$ cat config.mk
export PLATFORM = sky130hd
export DESIGN_NAME = aabb_collider_table_pair_check_core
export DESIGN_NICKNAME = d
export VERILOG_FILES = /design/src/sv/aabb_pkg.sv /design/src/sv/aabb_collider_table_pair_check_core.sv
export SDC_FILE = /design/constraint.sdc
export NUM_CORES = 1
export LEC_CHECK = 0
export ABC_AREA = 1
export CAP_MARGIN = 40
export CORE_ASPECT_RATIO = 0.9
export CORE_UTILIZATION = 40
export CTS_BUF_LIST = sky130_fd_sc_hd__clkbuf_8
export CTS_CLUSTER_SIZE = 40
export DETAILED_ROUTE_END_ITERATION = 12
export DONT_BUFFER_PORTS = 1
export GPL_TIMING_DRIVEN = 0
export HOLD_SLACK_MARGIN = 0.06
export PLACE_DENSITY = 0.54
export SLEW_MARGIN = 20
export SYNTH_ARGS = -nofsm -noshare
export SYNTH_HDL_FRONTEND = slang
export SYNTH_SLANG_ARGS = --single-unit
$ cat constraint.sdc
create_clock -name clk -period 9.3 [get_ports clk]
set_input_delay 0.93 -clock clk [delete_from_list [all_inputs] [get_ports clk]]
set_output_delay 0.93 -clock clk [all_outputs]
set_load 0.005 [all_outputs]
$ cat src/sv/aabb_pkg.sv
`timescale 1ns / 1ps
// ----------------------------------------------------------------------------
// aabb collider table package
// shared constants, codes and the kind permission table
// ----------------------------------------------------------------------------
package aabb_pkg;

  localparam int SlotCountDefault = 8;
  localparam int KindCount        = 9;

  typedef enum logic [2:0] {
    OP_ADD   = 3'd0,
    OP_MARK  = 3'd1,
    OP_PURGE = 3'd2,
    OP_CLEAR = 3'd3,
    OP_CHECK = 3'd4
  } op_t;

  typedef enum logic [1:0] {
    RES_DONE = 2'd0,
    RES_PAIR = 2'd1,
    RES_ADD  = 2'd2,
    RES_FULL = 2'd3
  } res_t;

  typedef enum logic [2:0] {
    ST_IDLE,
    ST_LOAD,
    ST_READ,
    ST_CMP,
    ST_DONE
  } state_t;

  // bit b of row a lets kind a collide with kind b
  function automatic logic permitted(input logic [3:0] a, input logic [3:0] b);
    logic [8:0] row;
    row = 9'h000;
    unique case (a)
      4'd0: row = 9'h000;
      4'd1: row = 9'h184;
      4'd2: row = 9'h17A;
      4'd3: row = 9'h004;
      4'd4: row = 9'h104;
      4'd5: row = 9'h184;
      4'd6: row = 9'h104;
      4'd7: row = 9'h062;
      4'd8: row = 9'h076;
      default: row = 9'h000;
    endcase
    if (b > 4'd8) return 1'b0;
    return row[b];
  endfunction

endpackage

$ cat src/sv/aabb_collider_table_pair_check_core.sv
`timescale 1ns / 1ps
// ----------------------------------------------------------------------------
// aabb collider table pair check core
// slot table in a synchronous memory, pair check walks slot pairs
// ----------------------------------------------------------------------------
// channel  | ports                         | handshake
// input    | in_*                          | start high while busy low
// result   | out_*                         | out_valid, one cycle, no stall
//
// add, mark, purge, clear, unused codes: result in the cycle after the accepting edge.
// check: states load, read, compare, then done; each row is loaded, each
// occupied row below the last is read and compared against every later slot
// through the one read port; tail_arm_r and tail_r delay the final pair when
// it follows a held one.
// reset clears occupancy and marks; results cannot be stalled.
module aabb_collider_table_pair_check_core #(
  parameter int SLOT_COUNT = aabb_pkg::SlotCountDefault
) (
  input  logic        clk,
  input  logic        rst_n,
  input  logic        start,
  output logic        busy,
  input  logic [2:0]  in_operation,
  input  logic [2:0]  in_slot_index,
  input  logic signed [15:0] in_left_edge,
  input  logic signed [15:0] in_top_edge,
  input  logic [14:0] in_box_width,
  input  logic [14:0] in_box_height,
  input  logic [3:0]  in_collider_kind,
  input  logic        in_wants_notice,
  output logic        out_valid,
  output logic [1:0]  out_result_code,
  output logic [2:0]  out_first_slot,
  output logic [2:0]  out_second_slot,
  output logic        out_notify_first,
  output logic        out_notify_second,
  output logic [3:0]  out_occupied_count,
  output logic        out_last_result
);

  localparam int IW = (SLOT_COUNT > 1) ? $clog2(SLOT_COUNT) : 1;

  typedef struct packed {
    logic signed [15:0] left;
    logic signed [15:0] top;
    logic [14:0]        wid;
    logic [14:0]        hgt;
    logic [3:0]         kind;
    logic               notice;
  } entry_t;

  entry_t mem [SLOT_COUNT];
  entry_t rd_q;
  entry_t a_r, a_nxt;
  logic [IW-1:0] rd_addr;
  logic          we;
  logic [IW-1:0] wr_addr;
  entry_t        wr_data;

  aabb_pkg::state_t state_r, state_nxt;
  logic [SLOT_COUNT-1:0] used_r, used_nxt, marked_r, marked_nxt;
  logic [IW-1:0] i_r, i_nxt, k_r, k_nxt;
  logic          found_r, found_nxt;

  // result produced this cycle
  logic          ov_nxt;
  logic [1:0]    oc_nxt;
  logic [2:0]    of_nxt, os_nxt;
  logic          on1_nxt, on2_nxt;

  logic [3:0] count;
  logic [IW-1:0] free_idx;
  logic          free_any;

  always_ff @(posedge clk) begin
    if (we) mem[wr_addr] <= wr_data;
    rd_q <= mem[rd_addr];
  end

  always_comb begin
    count = 4'd0;
    for (int j = 0; j < SLOT_COUNT; j++) count = count + 4'(used_r[j]);
    free_any = 1'b0;
    free_idx = '0;
    for (int j = SLOT_COUNT - 1; j >= 0; j--) begin
      if (!used_r[j]) begin
        free_any = 1'b1;
        free_idx = IW'(j);
      end
    end
  end

  // overlap and notify for loaded slot i against read slot k
  logic signed [16:0] a_r_x, a_r_y, b_r_x, b_r_y;
  logic hit, n1, n2;
  always_comb begin
    a_r_x = 17'(a_r.left) + 17'($signed({1'b0, a_r.wid}));
    a_r_y = 17'(a_r.top) + 17'($signed({1'b0, a_r.hgt}));
    b_r_x = 17'(rd_q.left) + 17'($signed({1'b0, rd_q.wid}));
    b_r_y = 17'(rd_q.top) + 17'($signed({1'b0, rd_q.hgt}));
    hit = (a_r_x > 17'(rd_q.left)) && (17'(a_r.left) < b_r_x) &&
          (a_r_y > 17'(rd_q.top)) && (17'(a_r.top) < b_r_y);
    n1 = a_r.notice && aabb_pkg::permitted(a_r.kind, rd_q.kind);
    n2 = rd_q.notice && aabb_pkg::permitted(rd_q.kind, a_r.kind);
  end

  always_comb begin
    state_nxt = state_r;
    used_nxt = used_r;
    marked_nxt = marked_r;
    i_nxt = i_r;
    k_nxt = k_r;
    found_nxt = found_r;
    a_nxt = a_r;
    rd_addr = i_r;
    we = 1'b0;
    wr_addr = free_idx;
    wr_data = '{in_left_edge, in_top_edge, in_box_width, in_box_height,
                in_collider_kind, in_wants_notice};
    ov_nxt = 1'b0;
    oc_nxt = aabb_pkg::RES_DONE;
    of_nxt = 3'd0;
    os_nxt = 3'd0;
    on1_nxt = 1'b0;
    on2_nxt = 1'b0;
    unique case (state_r)
      aabb_pkg::ST_IDLE: begin
        if (start) begin
          state_nxt = aabb_pkg::ST_DONE;
          unique case (in_operation)
            aabb_pkg::OP_ADD: begin
              if (free_any) begin
                we = 1'b1;
                used_nxt[free_idx] = 1'b1;
                marked_nxt[free_idx] = 1'b0;
                oc_nxt = aabb_pkg::RES_ADD;
                of_nxt = 3'(free_idx);
              end else begin
                oc_nxt = aabb_pkg::RES_FULL;
              end
            end
            aabb_pkg::OP_MARK: begin
              if (32'(in_slot_index) < SLOT_COUNT &&
                  used_r[IW'(in_slot_index)])
                marked_nxt[IW'(in_slot_index)] = 1'b1;
            end
            aabb_pkg::OP_PURGE: begin
              used_nxt = used_r & ~marked_r;
              marked_nxt = '0;
            end
            aabb_pkg::OP_CLEAR: begin
              used_nxt = '0;
              marked_nxt = '0;
            end
            aabb_pkg::OP_CHECK: begin
              state_nxt = aabb_pkg::ST_LOAD;
              i_nxt = '0;
              found_nxt = 1'b0;
            end
            default: ;
          endcase
          ov_nxt = (state_nxt == aabb_pkg::ST_DONE);
        end
      end
      aabb_pkg::ST_LOAD: begin
        // read slot i; skip free rows
        rd_addr = i_r;
        if (32'(i_r) >= SLOT_COUNT - 1) begin
          state_nxt = aabb_pkg::ST_DONE;
          ov_nxt = !found_r;
        end else if (!used_r[i_r]) begin
          i_nxt = i_r + IW'(1);
        end else begin
          state_nxt = aabb_pkg::ST_READ;
          k_nxt = i_r + IW'(1);
        end
      end
      aabb_pkg::ST_READ: begin
        a_nxt = rd_q;
        rd_addr = k_r;
        state_nxt = aabb_pkg::ST_CMP;
      end
      aabb_pkg::ST_CMP: begin
        // rd_q holds slot k here
        if (used_r[k_r] && hit && (n1 || n2)) begin
          ov_nxt = 1'b1;
          oc_nxt = aabb_pkg::RES_PAIR;
          of_nxt = 3'(i_r);
          os_nxt = 3'(k_r);
          on1_nxt = n1;
          on2_nxt = n2;
          found_nxt = 1'b1;
        end
        if (32'(k_r) >= SLOT_COUNT - 1) begin
          i_nxt = i_r + IW'(1);
          state_nxt = aabb_pkg::ST_LOAD;
          // the final pair always ends the walk
          if (32'(i_r) >= SLOT_COUNT - 2) begin
            state_nxt = aabb_pkg::ST_DONE;
            if (!ov_nxt) ov_nxt = !found_r;
          end
        end else begin
          k_nxt = k_r + IW'(1);
          rd_addr = k_r + IW'(1);
        end
      end
      aabb_pkg::ST_DONE: state_nxt = aabb_pkg::ST_IDLE;
      default: state_nxt = aabb_pkg::ST_IDLE;
    endcase
  end

  // a pending pair may be the last only once the walk is known to end;
  // a held pair is flushed when the walk ends, with last set unless a new final pair comes with it
  logic          hp_r, hp_nxt;
  logic [2:0]    hf_r, hf_nxt, hs_r, hs_nxt;
  logic          h1_r, h1_nxt, h2_r, h2_nxt;
  logic          send;
  logic          walk_end;

  always_comb begin
    walk_end = (state_r != aabb_pkg::ST_IDLE) && (state_nxt == aabb_pkg::ST_DONE) &&
               (state_r != aabb_pkg::ST_DONE);
    hp_nxt = hp_r;
    hf_nxt = hf_r;
    hs_nxt = hs_r;
    h1_nxt = h1_r;
    h2_nxt = h2_r;
    send = 1'b0;
    if (state_r == aabb_pkg::ST_IDLE) hp_nxt = 1'b0;
    if (ov_nxt && oc_nxt == aabb_pkg::RES_PAIR) begin
      send = hp_r;
      hp_nxt = 1'b1;
      hf_nxt = of_nxt;
      hs_nxt = os_nxt;
      h1_nxt = on1_nxt;
      h2_nxt = on2_nxt;
    end
    if (walk_end) hp_nxt = 1'b0;
  end

  logic          ovr_r;
  logic [1:0]    ocr_r;
  logic [2:0]    ofr_r, osr_r;
  logic          o1r_r, o2r_r, olr_r;

  always_ff @(posedge clk) begin
    if (!rst_n) begin
      state_r  <= aabb_pkg::ST_IDLE;
      used_r   <= '0;
      marked_r <= '0;
      ovr_r    <= 1'b0;
      hp_r     <= 1'b0;
      found_r  <= 1'b0;
    end else begin
      state_r  <= state_nxt;
      used_r   <= used_nxt;
      marked_r <= marked_nxt;
      found_r  <= found_nxt;
      hp_r     <= hp_nxt;
      ovr_r    <= 1'b0;
      if (ov_nxt && oc_nxt != aabb_pkg::RES_PAIR) begin
        ovr_r <= 1'b1;
      end else if (send || (walk_end && (hp_r || ov_nxt))) begin
        ovr_r <= 1'b1;
      end
    end
    i_r  <= i_nxt;
    k_r  <= k_nxt;
    a_r  <= a_nxt;
    hf_r <= hf_nxt;
    hs_r <= hs_nxt;
    h1_r <= h1_nxt;
    h2_r <= h2_nxt;
    // payload of what goes out next cycle
    if (ov_nxt && oc_nxt != aabb_pkg::RES_PAIR) begin
      ocr_r <= oc_nxt; ofr_r <= of_nxt; osr_r <= 3'd0;
      o1r_r <= 1'b0; o2r_r <= 1'b0; olr_r <= 1'b1;
    end else if (send || (walk_end && hp_r)) begin
      ocr_r <= aabb_pkg::RES_PAIR; ofr_r <= hf_r; osr_r <= hs_r;
      o1r_r <= h1_r; o2r_r <= h2_r; olr_r <= walk_end && !ov_nxt;
    end else begin
      ocr_r <= aabb_pkg::RES_PAIR; ofr_r <= of_nxt; osr_r <= os_nxt;
      o1r_r <= on1_nxt; o2r_r <= on2_nxt; olr_r <= 1'b1;
    end
  end

  // a held pair and a new final pair in the same cycle: the held one goes
  // out first, the new one in the cycle after it as last
  logic          tail_set, tail_arm_r, tail_r;
  logic [2:0]    tf_r, ts_r;
  logic          t1_r, t2_r;
  assign tail_set = walk_end && hp_r && ov_nxt && (oc_nxt == aabb_pkg::RES_PAIR);
  always_ff @(posedge clk) begin
    if (!rst_n) begin
      tail_arm_r <= 1'b0;
      tail_r     <= 1'b0;
    end else begin
      tail_arm_r <= tail_set;
      tail_r     <= tail_arm_r;
    end
    if (tail_set) begin
      tf_r <= of_nxt;
      ts_r <= os_nxt;
      t1_r <= on1_nxt;
      t2_r <= on2_nxt;
    end
  end

  assign busy = (state_r != aabb_pkg::ST_IDLE) || tail_arm_r || tail_r;
  assign out_valid = ovr_r || tail_r;
  assign out_result_code    = tail_r ? aabb_pkg::RES_PAIR : ocr_r;
  assign out_first_slot     = tail_r ? tf_r : ofr_r;
  assign out_second_slot    = tail_r ? ts_r : osr_r;
  assign out_notify_first   = tail_r ? t1_r : o1r_r;
  assign out_notify_second  = tail_r ? t2_r : o2r_r;
  assign out_last_result    = tail_r ? 1'b1 : olr_r;
  assign out_occupied_count = count;

endmodule

==> flow_summary_export.csv, run 1 <==
group,metric,value,unit
synth,syn_area,32500,sq um
timing,period_minus_slack,5.22,ns
timing,slew_viol_final,0,
global_routing,antenna_found_initial,3,
power_and_ir_drop,vdd_drop_max,127,uV
die,rows,98,
timing,setup_violations,0,
routing,drt_pass1_iterations,5,
final_layout,n_fill_cell,7328,
final_layout,final_nets,3414,
clock_tree,clock_path_buffers,3,
routing,vias,22518,
clock_tree,numCtsBuffers,120,
routing,wire_per_inst,20.1,microns
timing,rsz0062_at_grt,"no",
final_layout,stdcell_count,4342,
setup_path,slowest_stage,"nor2_1",
die,num_io_pins,93,
timing,relSlewSlack,48.0,%
timing,max_freq,0.192,GHz
die,die_area,82500,sq um
routing,ant_nets,0,
hold_path,hold_path.class,"in -> reg",
timing,finalClockSkew,0.0356,ns
clock_tree,cts.sinks,733,
setup_path,crit_buf_inv,2,
final_layout,regArea,20900,sq um
synth,synth_common_cells,"625 x edfxtp_1, 511 x nand2_1, 503 x nor2_1, 215 x inv_1",
power_and_ir_drop,p_total,7590,uW
timing,final-hold-violation-count,0,
clock_tree,hold_buffers,0,
synth,synth-async-reset-ratio,0,%
die,fp.dieW,303,microns
routing,post-route-drc-count,0,
synth,yosysWarnings,0,
routing,drt-vias-per-instance,5.19,
clock_tree,cts_resized,0,
clock_tree,cts-root-buf,"clkbuf_8",
synth,yosysTopAreaCellShare,57.7,%
synth,syn_inst,3006,
synth,synth-seq-cells,733,
die,initial_core_util,40.7,%
placement,dpl-instance-area,34600,sq um
die,core_region_area,79900,sq um
setup_path,max_stage_delay,0.62,ns
placement,gp_congestion,0.900,
die,die_h,273,microns
clock_tree,cts_max_level,3,
setup_path,cp.required,9.67,ns
final_layout,syn2layout_area_growth,14.2,%
final_layout,multi_input_area,10300,sq um
setup_path,path_delay_family,"simple AND/OR/NAND/NOR gates",
setup_path,path_max_fanout,10,
run,max_cap_viol_count,0,
global_routing,grt_pass1_vias,22399,
global_routing,grt_max_degree,27,
global_routing,grt_util_all_layers,21.2,%
synth,synth_flop_cell,"edfxtp_1",
synth,syn_avg_cell_area,10.8,sq um
timing,tightest_slew,0.781,ns
final_layout,drive_gt1_share,9.73,%
synth,synth_enable_flop_cells,625,
setup_path,arrival,5.59,ns
synth,synth_fp_nets,3233,
routing,drt_iter0_markers,1860,
setup_path,cp_cell_sequence,"ha_1, inv_1, fa_1, inv_1, a31oi_1, o21ai_0, a31oi_1, o21ai_0, nand2_1, a21boi_0, nor3b_1, ha_1, nand2_1, nor2_1, nand3_1, nor2_1, nand2_1, nand3_1, nand2_1, nand2_1, nand3_1, nor2_1, nand3_2, nor2_1",
status,status,"completed",
synth,synth_area_leaders,"edfxtp_1 58%, dfxtp_1 6.6%, nand2_1 5.9%, nor2_1 5.8%, ha_1 5.5%",
placement,port_buffers,0,
timing,hold_slack,0.249,ns
power_and_ir_drop,p_leak,0.0144,uW
final_layout,stdcell_area,37100,sq um
setup_path,crit_path_frequent_cell,"nand2_1",
placement,hpwl,62900,microns
routing,drt_wl_total,87300,microns
timing,period_share,56.1,%
power_and_ir_drop,power_density,204,nW/um^2
global_routing,gr-total-overflow,0,
setup_path,critPathLaunchType,"flip-flop",
placement,dp_cells,4115,
clock_tree,cts_setup_buffers,0,
setup_path,end_kind,"flip-flop",
clock_tree,clk_pin_slew,0.07,ns
synth,synth-seq-area-share,64.4,%
synth,yosys.cell_count.top_type,"edfxtp_1",
clock_tree,clk_latency,0.77,ns
global_routing,grt_first_pass_wirelength,132000,microns
synth,yosys.cell_types.count,50,
setup_path,path_class,"reg -> reg",
synth,synth_top_area_cell,"edfxtp_1",
clock_tree,cts_tree,"built",
stage by stage:
stage | worst slack (ns) | setup TNS [ns] | utilization (%)
final | 4.08 | 0 | 46.4
after global routing | 3.63 | 0 | 46.4
after detailed placement | 4.10 | 0 | 43.3
after CTS | 4.07 | 0 | 46.4
after global placement | -3.19 | -715.34 | 42.3
after floorplan | 2.51 | 0 | -
layout by cell type, fill, tap and decap left out, types with 9 or more instances in the layout:
cell type  Yosys  routed
nor3_1        23      19
buf_4          6      40
clkbuf_1      52      52
edfxtp_1     625     625
o22ai_1       69      69
ha_1         143     143
nand2_1      511     511
xor2_1        43      43
a31oi_1       15      15
clkinv_2       1      17
clkbuf_8       0     140
nand4_1       14      14
buf_12         0       9
inv_1        215     249
nor2_1       503     499
nand3_1       59      59
buf_2         41      41
o21ai_1      107     107
xnor2_1       13      13
o21ai_0      177     177
a21oi_1      177     177
buf_6          8      15
dfxtp_1      108     108
clkinv_1       1      20
kinds of logic (layout without fill, tap and decap cells):
group / count (synthesis) / in the layout / share of synthesized area, %
AND/OR/NAND/NOR: 1129 / 1129 / 13.7
flip-flops: 733 / 733 / 64.4
AO/OA/AOI/OAI: 604 / 604 / 10.2
buffers and inverters: 333 / 617 / 4.26
adder cells (fa/ha/maj): 151 / 151 / 5.99
XOR/XNOR: 56 / 56 / 1.51
other: 0 / 2 / 0
layout make-up:
| class | instances | share of cell area (%) |
|---|---|---|
| buffer | 110 | 1.47 |
| tap | 1050 | 3.54 |
| clock buffer | 140 | 5.19 |
| sequential | 733 | 56.4 |
| clock inverter | 85 | 1.55 |
| antenna | 2 | 0.0135 |
| timing repair buffer | 59 | 1.98 |
| multi-input combinational | 1940 | 27.6 |
| inverter | 223 | 2.26 |
flip-flops by register name, summed over array words and instances, names as in the netlist, 2 cells and up, named ones only:
| signal | count |
|---|---|
| ts_r | 3 |
| used_r | 8 |
| state_r | 3 |
| ofr_r | 3 |
| osr_r | 3 |
| marked_r | 8 |
| hf_r | 3 |
| hs_r | 3 |
| mem | 536 |
| k_r | 3 |
| tf_r | 3 |
| rd_q | 67 |
| i_r | 3 |
| ocr_r | 2 |
| a_r | 67 |
worst paths after layout:
check,from,cells after the start,slack (ns),to
max,a_r[51]$_DFFE_PP_,24,4.08,ts_r[2]$_DFFE_PP_
min,in_box_height[0],0,0.25,mem[7][5]$_DFFE_PP_
max reg2reg,a_r[51]$_DFFE_PP_,24,4.08,ts_r[2]$_DFFE_PP_
min reg2reg,rd_q[0]$_DFF_P_,0,0.43,a_r[0]$_DFFE_PP_
layer usage:
layer / share of wire [%] / global-route usage (%)
met1: 46 / 29.1
met5: 0 / 0
met4: 2.5 / 6.94
met3: 5.6 / 3.51
met2: 46 / 34.2
worst register-to-register path, delay by kind of cell (launching register included):
family          cells  cell delay (ns)
buf+inv             2             0.12
fa+ha+maj           3             0.89
flops               1             0.35
simple gates       14             2.15
compound gates      5             1.29
report_power, final:
part	leakage, uW	total [uW]	internal [uW]	switching [uW]
clock	0.00141	2880	1550	1330
combinational	0.00643	986	339	647
sequential	0.00654	3720	3640	80.2
Note: power is estimated with default switching activity, not from simulation.
==> run 2, diff against run 1 <==
Clock period 9.3 ns to 5.3 ns, I/O delays scaled along.
==> run 2 against run 1 <==
  * Clock skew is 0.0036 ns lower
  * Count of clock-buffer cells in the layout stayed put
  * Worst setup slack worse by 3.7 ns
  * Final area is 2.1% higher
  * Via count is 1.4% higher
  * Register-to-register slack worse by 3.7 ns
  * Sequential power is 76% higher
  * Non-clock buffer count is 76 higher
  * First-iteration DRC count is 4.5% lower
  * Routed wire length is 1.3% higher
  * Critical path depth is 1 lower
  * Sequential share of layout area is 1.2 points lower
  * Largest cell class unchanged
==> flow_summary_export.csv, run 2 (synthesis results as in run 1) <==
group,metric,value,unit
die,num_io_pins,93,
power_and_ir_drop,power_density,354,nW/um^2
final_layout,n_fill_cell,7283,
routing,drt_iter0_markers,1777,
global_routing,grt_pass1_vias,22749,
timing,finalClockSkew,0.0320,ns
run,max_cap_viol_count,0,
die,rows,98,
clock_tree,cts.sinks,733,
global_routing,grt_first_pass_wirelength,134000,microns
timing,tightest_slew,0.801,ns
setup_path,critPathLaunchType,"flip-flop",
power_and_ir_drop,p_total,13400,uW
clock_tree,cts-root-buf,"clkbuf_8",
setup_path,cp.required,5.71,ns
final_layout,largest_register_ffs,536,
final_layout,syn2layout_area_growth,16.6,%
power_and_ir_drop,vdd_drop_max,224,uV
timing,final-hold-violation-count,0,
die,initial_core_util,40.7,%
routing,post-route-drc-count,0,
clock_tree,clock_path_buffers,3,
setup_path,path_max_fanout,10,
timing,period_minus_slack,4.89,ns
timing,relSlewSlack,46.6,%
placement,gp_congestion,0.900,
placement,dpl-instance-area,34600,sq um
final_layout,final_cell_mix,"625 x edfxtp_1, 511 x nand2_1, 498 x nor2_1",
global_routing,grt_max_degree,27,
final_layout,largest_register,"mem",
routing,drt_pass1_iterations,5,
setup_path,reg2reg_from,"rd_q[35]$_DFF_P_",
clock_tree,clk_latency,0.77,ns
final_layout,stdcell_area,37900,sq um
final_layout,final_nets,3490,
final_layout,final_common_cell,"edfxtp_1",
power_and_ir_drop,p_comb_share,13.7,%
clock_tree,clk_pin_slew,0.06,ns
placement,port_buffers,0,
clock_tree,numCtsBuffers,120,
hold_path,hold_start,"in_slot_index[0]",
status,status,"completed",
timing,fin_ws,0.407,ns
routing,wire_per_inst,20.0,microns
clock_tree,cts_tree,"built",
timing,rsz0062_at_grt,"yes",
timing,period_share,92.3,%
final_layout,drive_gt1_share,9.57,%
power_and_ir_drop,p_clk_share,37.7,%
setup_path,path_class,"reg -> reg",
global_routing,antenna_found_initial,15,
timing,max_freq,0.204,GHz
final_layout,reg.largest.list,"mem x536, a_r x67, rd_q x67",
die,core_region_area,79900,sq um
power_and_ir_drop,p_sw_share,27.4,%
setup_path,r2r_cells,23,
die,die_h,273,microns
setup_path,arrival,5.31,ns
setup_path,reg2reg_to,"ts_r[2]$_DFFE_PP_",
global_routing,grt_util_all_layers,21.5,%
routing,drt-vias-per-instance,5.17,
routing,drt_wl_total,88400,microns
power_and_ir_drop,seqPwrFrac,48.6,%
hold_path,min_to,"marked_r[6]$_SDFFE_PN0P_",
die,fp.dieW,303,microns
timing,slew_viol_final,0,
placement,place_ws,0.101,ns
routing,ant_nets,0,
hold_path,hold_path.class,"in -> reg",
power_and_ir_drop,p_leak,0.0147,uW
routing,vias,22840,
placement,hpwl,62900,microns
setup_path,r2r_setup_slack,0.41,ns
power_and_ir_drop,p_int,9740,uW
clock_tree,cts_max_level,3,
hold_path,hold_depth,3,
global_routing,gr-total-overflow,0,
timing,setup_violations,0,
power_and_ir_drop,p_sw,3680,uW
setup_path,end_kind,"flip-flop",
die,die_area,82500,sq um
## run 2: routing by layer
layer | routed length [microns] | part of all wire (%) | track usage (%) | up-vias
met1 | 40500 | 46 | 29.6 | 11021
li1 | - | - | - | 11008
met2 | 40800 | 46 | 34.7 | 634
met3 | 4740 | 5.4 | 3.55 | 159
met4 | 2290 | 2.6 | 6.92 | 18
met5 | 98 | 0.11 | 0 | -
## run 2: power groups by stage
| stage | Clock, uW | Combinational [uW] | Sequential, uW |
|---|---|---|---|
| final | 5060 | 1830 | 6530 |
| after global routing | 5410 | 2080 | 6530 |
| after CTS | 5180 | 1840 | 6520 |
| after detailed placement | 0 | 1720 | 6650 |
| after global placement | 0 | 1680 | 6650 |
| after floorplan | 0 | 1220 | 6560 |
## run 2: repair_timing
| action | 4_1_cts | 5_1_grt |
|---|---|---|
| hold endpoints to repair | 550 | 0 |
| gates resized for setup | 0 | 4 |
| setup endpoints to repair | 0 | 20 |
| hold buffers | 76 | 0 |
| setup buffers | 0 | 0 |
## run 2: per-stage QoR
stage | std cells | hold slack (ns) | utilization, % | setup TNS, ns
after floorplan | 3006 | 0.393 | - | -343.94
after global placement | 4056 | 0.421 | 42.3 | -2666.03
after detailed placement | 4115 | 0.423 | 43.3 | 0
after CTS | 4416 | 0.0614 | 47.4 | 0
after global routing | 4419 | 0.107 | 47.4 | -0.324
final | 4420 | 0.124 | 47.4 | 0
## run 2: how the worst max path moves through the flow
stage	startpoint	end	slack [ns]	cells past startpoint
2_1_floorplan	state_r[2]$_SDFF_PN0_	mem[0][0]$_DFFE_PP_	-1.28	9
3_3_place_gp	state_r[2]$_SDFF_PN0_	mem[6][15]$_DFFE_PP_	-7.19	9
3_5_place_dp	a_r[51]$_DFFE_PP_	t1_r$_DFFE_PP_	0.10	24
4_1_cts	a_r[51]$_DFFE_PP_	ts_r[2]$_DFFE_PP_	0.07	24
5_1_grt	rd_q[35]$_DFF_P_	osr_r[1]$_SDFF_PP0_	-0.05	25
6_report	rd_q[35]$_DFF_P_	ts_r[2]$_DFFE_PP_	0.41	23
## run 2: area by class of cell
type	instances	area, sq um	share of cell area (%)
clock inverter	85	574	1.51
buffer	110	547	1.44
sequential	733	20900	55.2
multi-input combinational	1940	10300	27.1
antenna	4	10.0	0.0264
inverter	223	842	2.22
clock buffer	140	1930	5.08
timing repair buffer	135	1500	3.95
tap	1050	1310	3.47
## run 2: critical path: stages, from the launching register on
cell and delay, ns:
dfxtp_1 0.54, ha_1 0.29, inv_1 0.07, fa_1 0.40, inv_1 0.08, a31oi_1 0.14
o21bai_1 0.30, a21oi_1 0.12, o21ai_0 0.29, nand2_1 0.08, nand2_1 0.07, a21oi_1 0.07
xor2_1 0.14, ha_1 0.29, nand2_1 0.05, inv_1 0.06, nand3_1 0.06, nor2_1 0.23
o2111ai_1 0.18, nand4_1 0.11, nand2_1 0.10, nor2_1 0.23, nand3_2 0.29, nor2_4 0.33
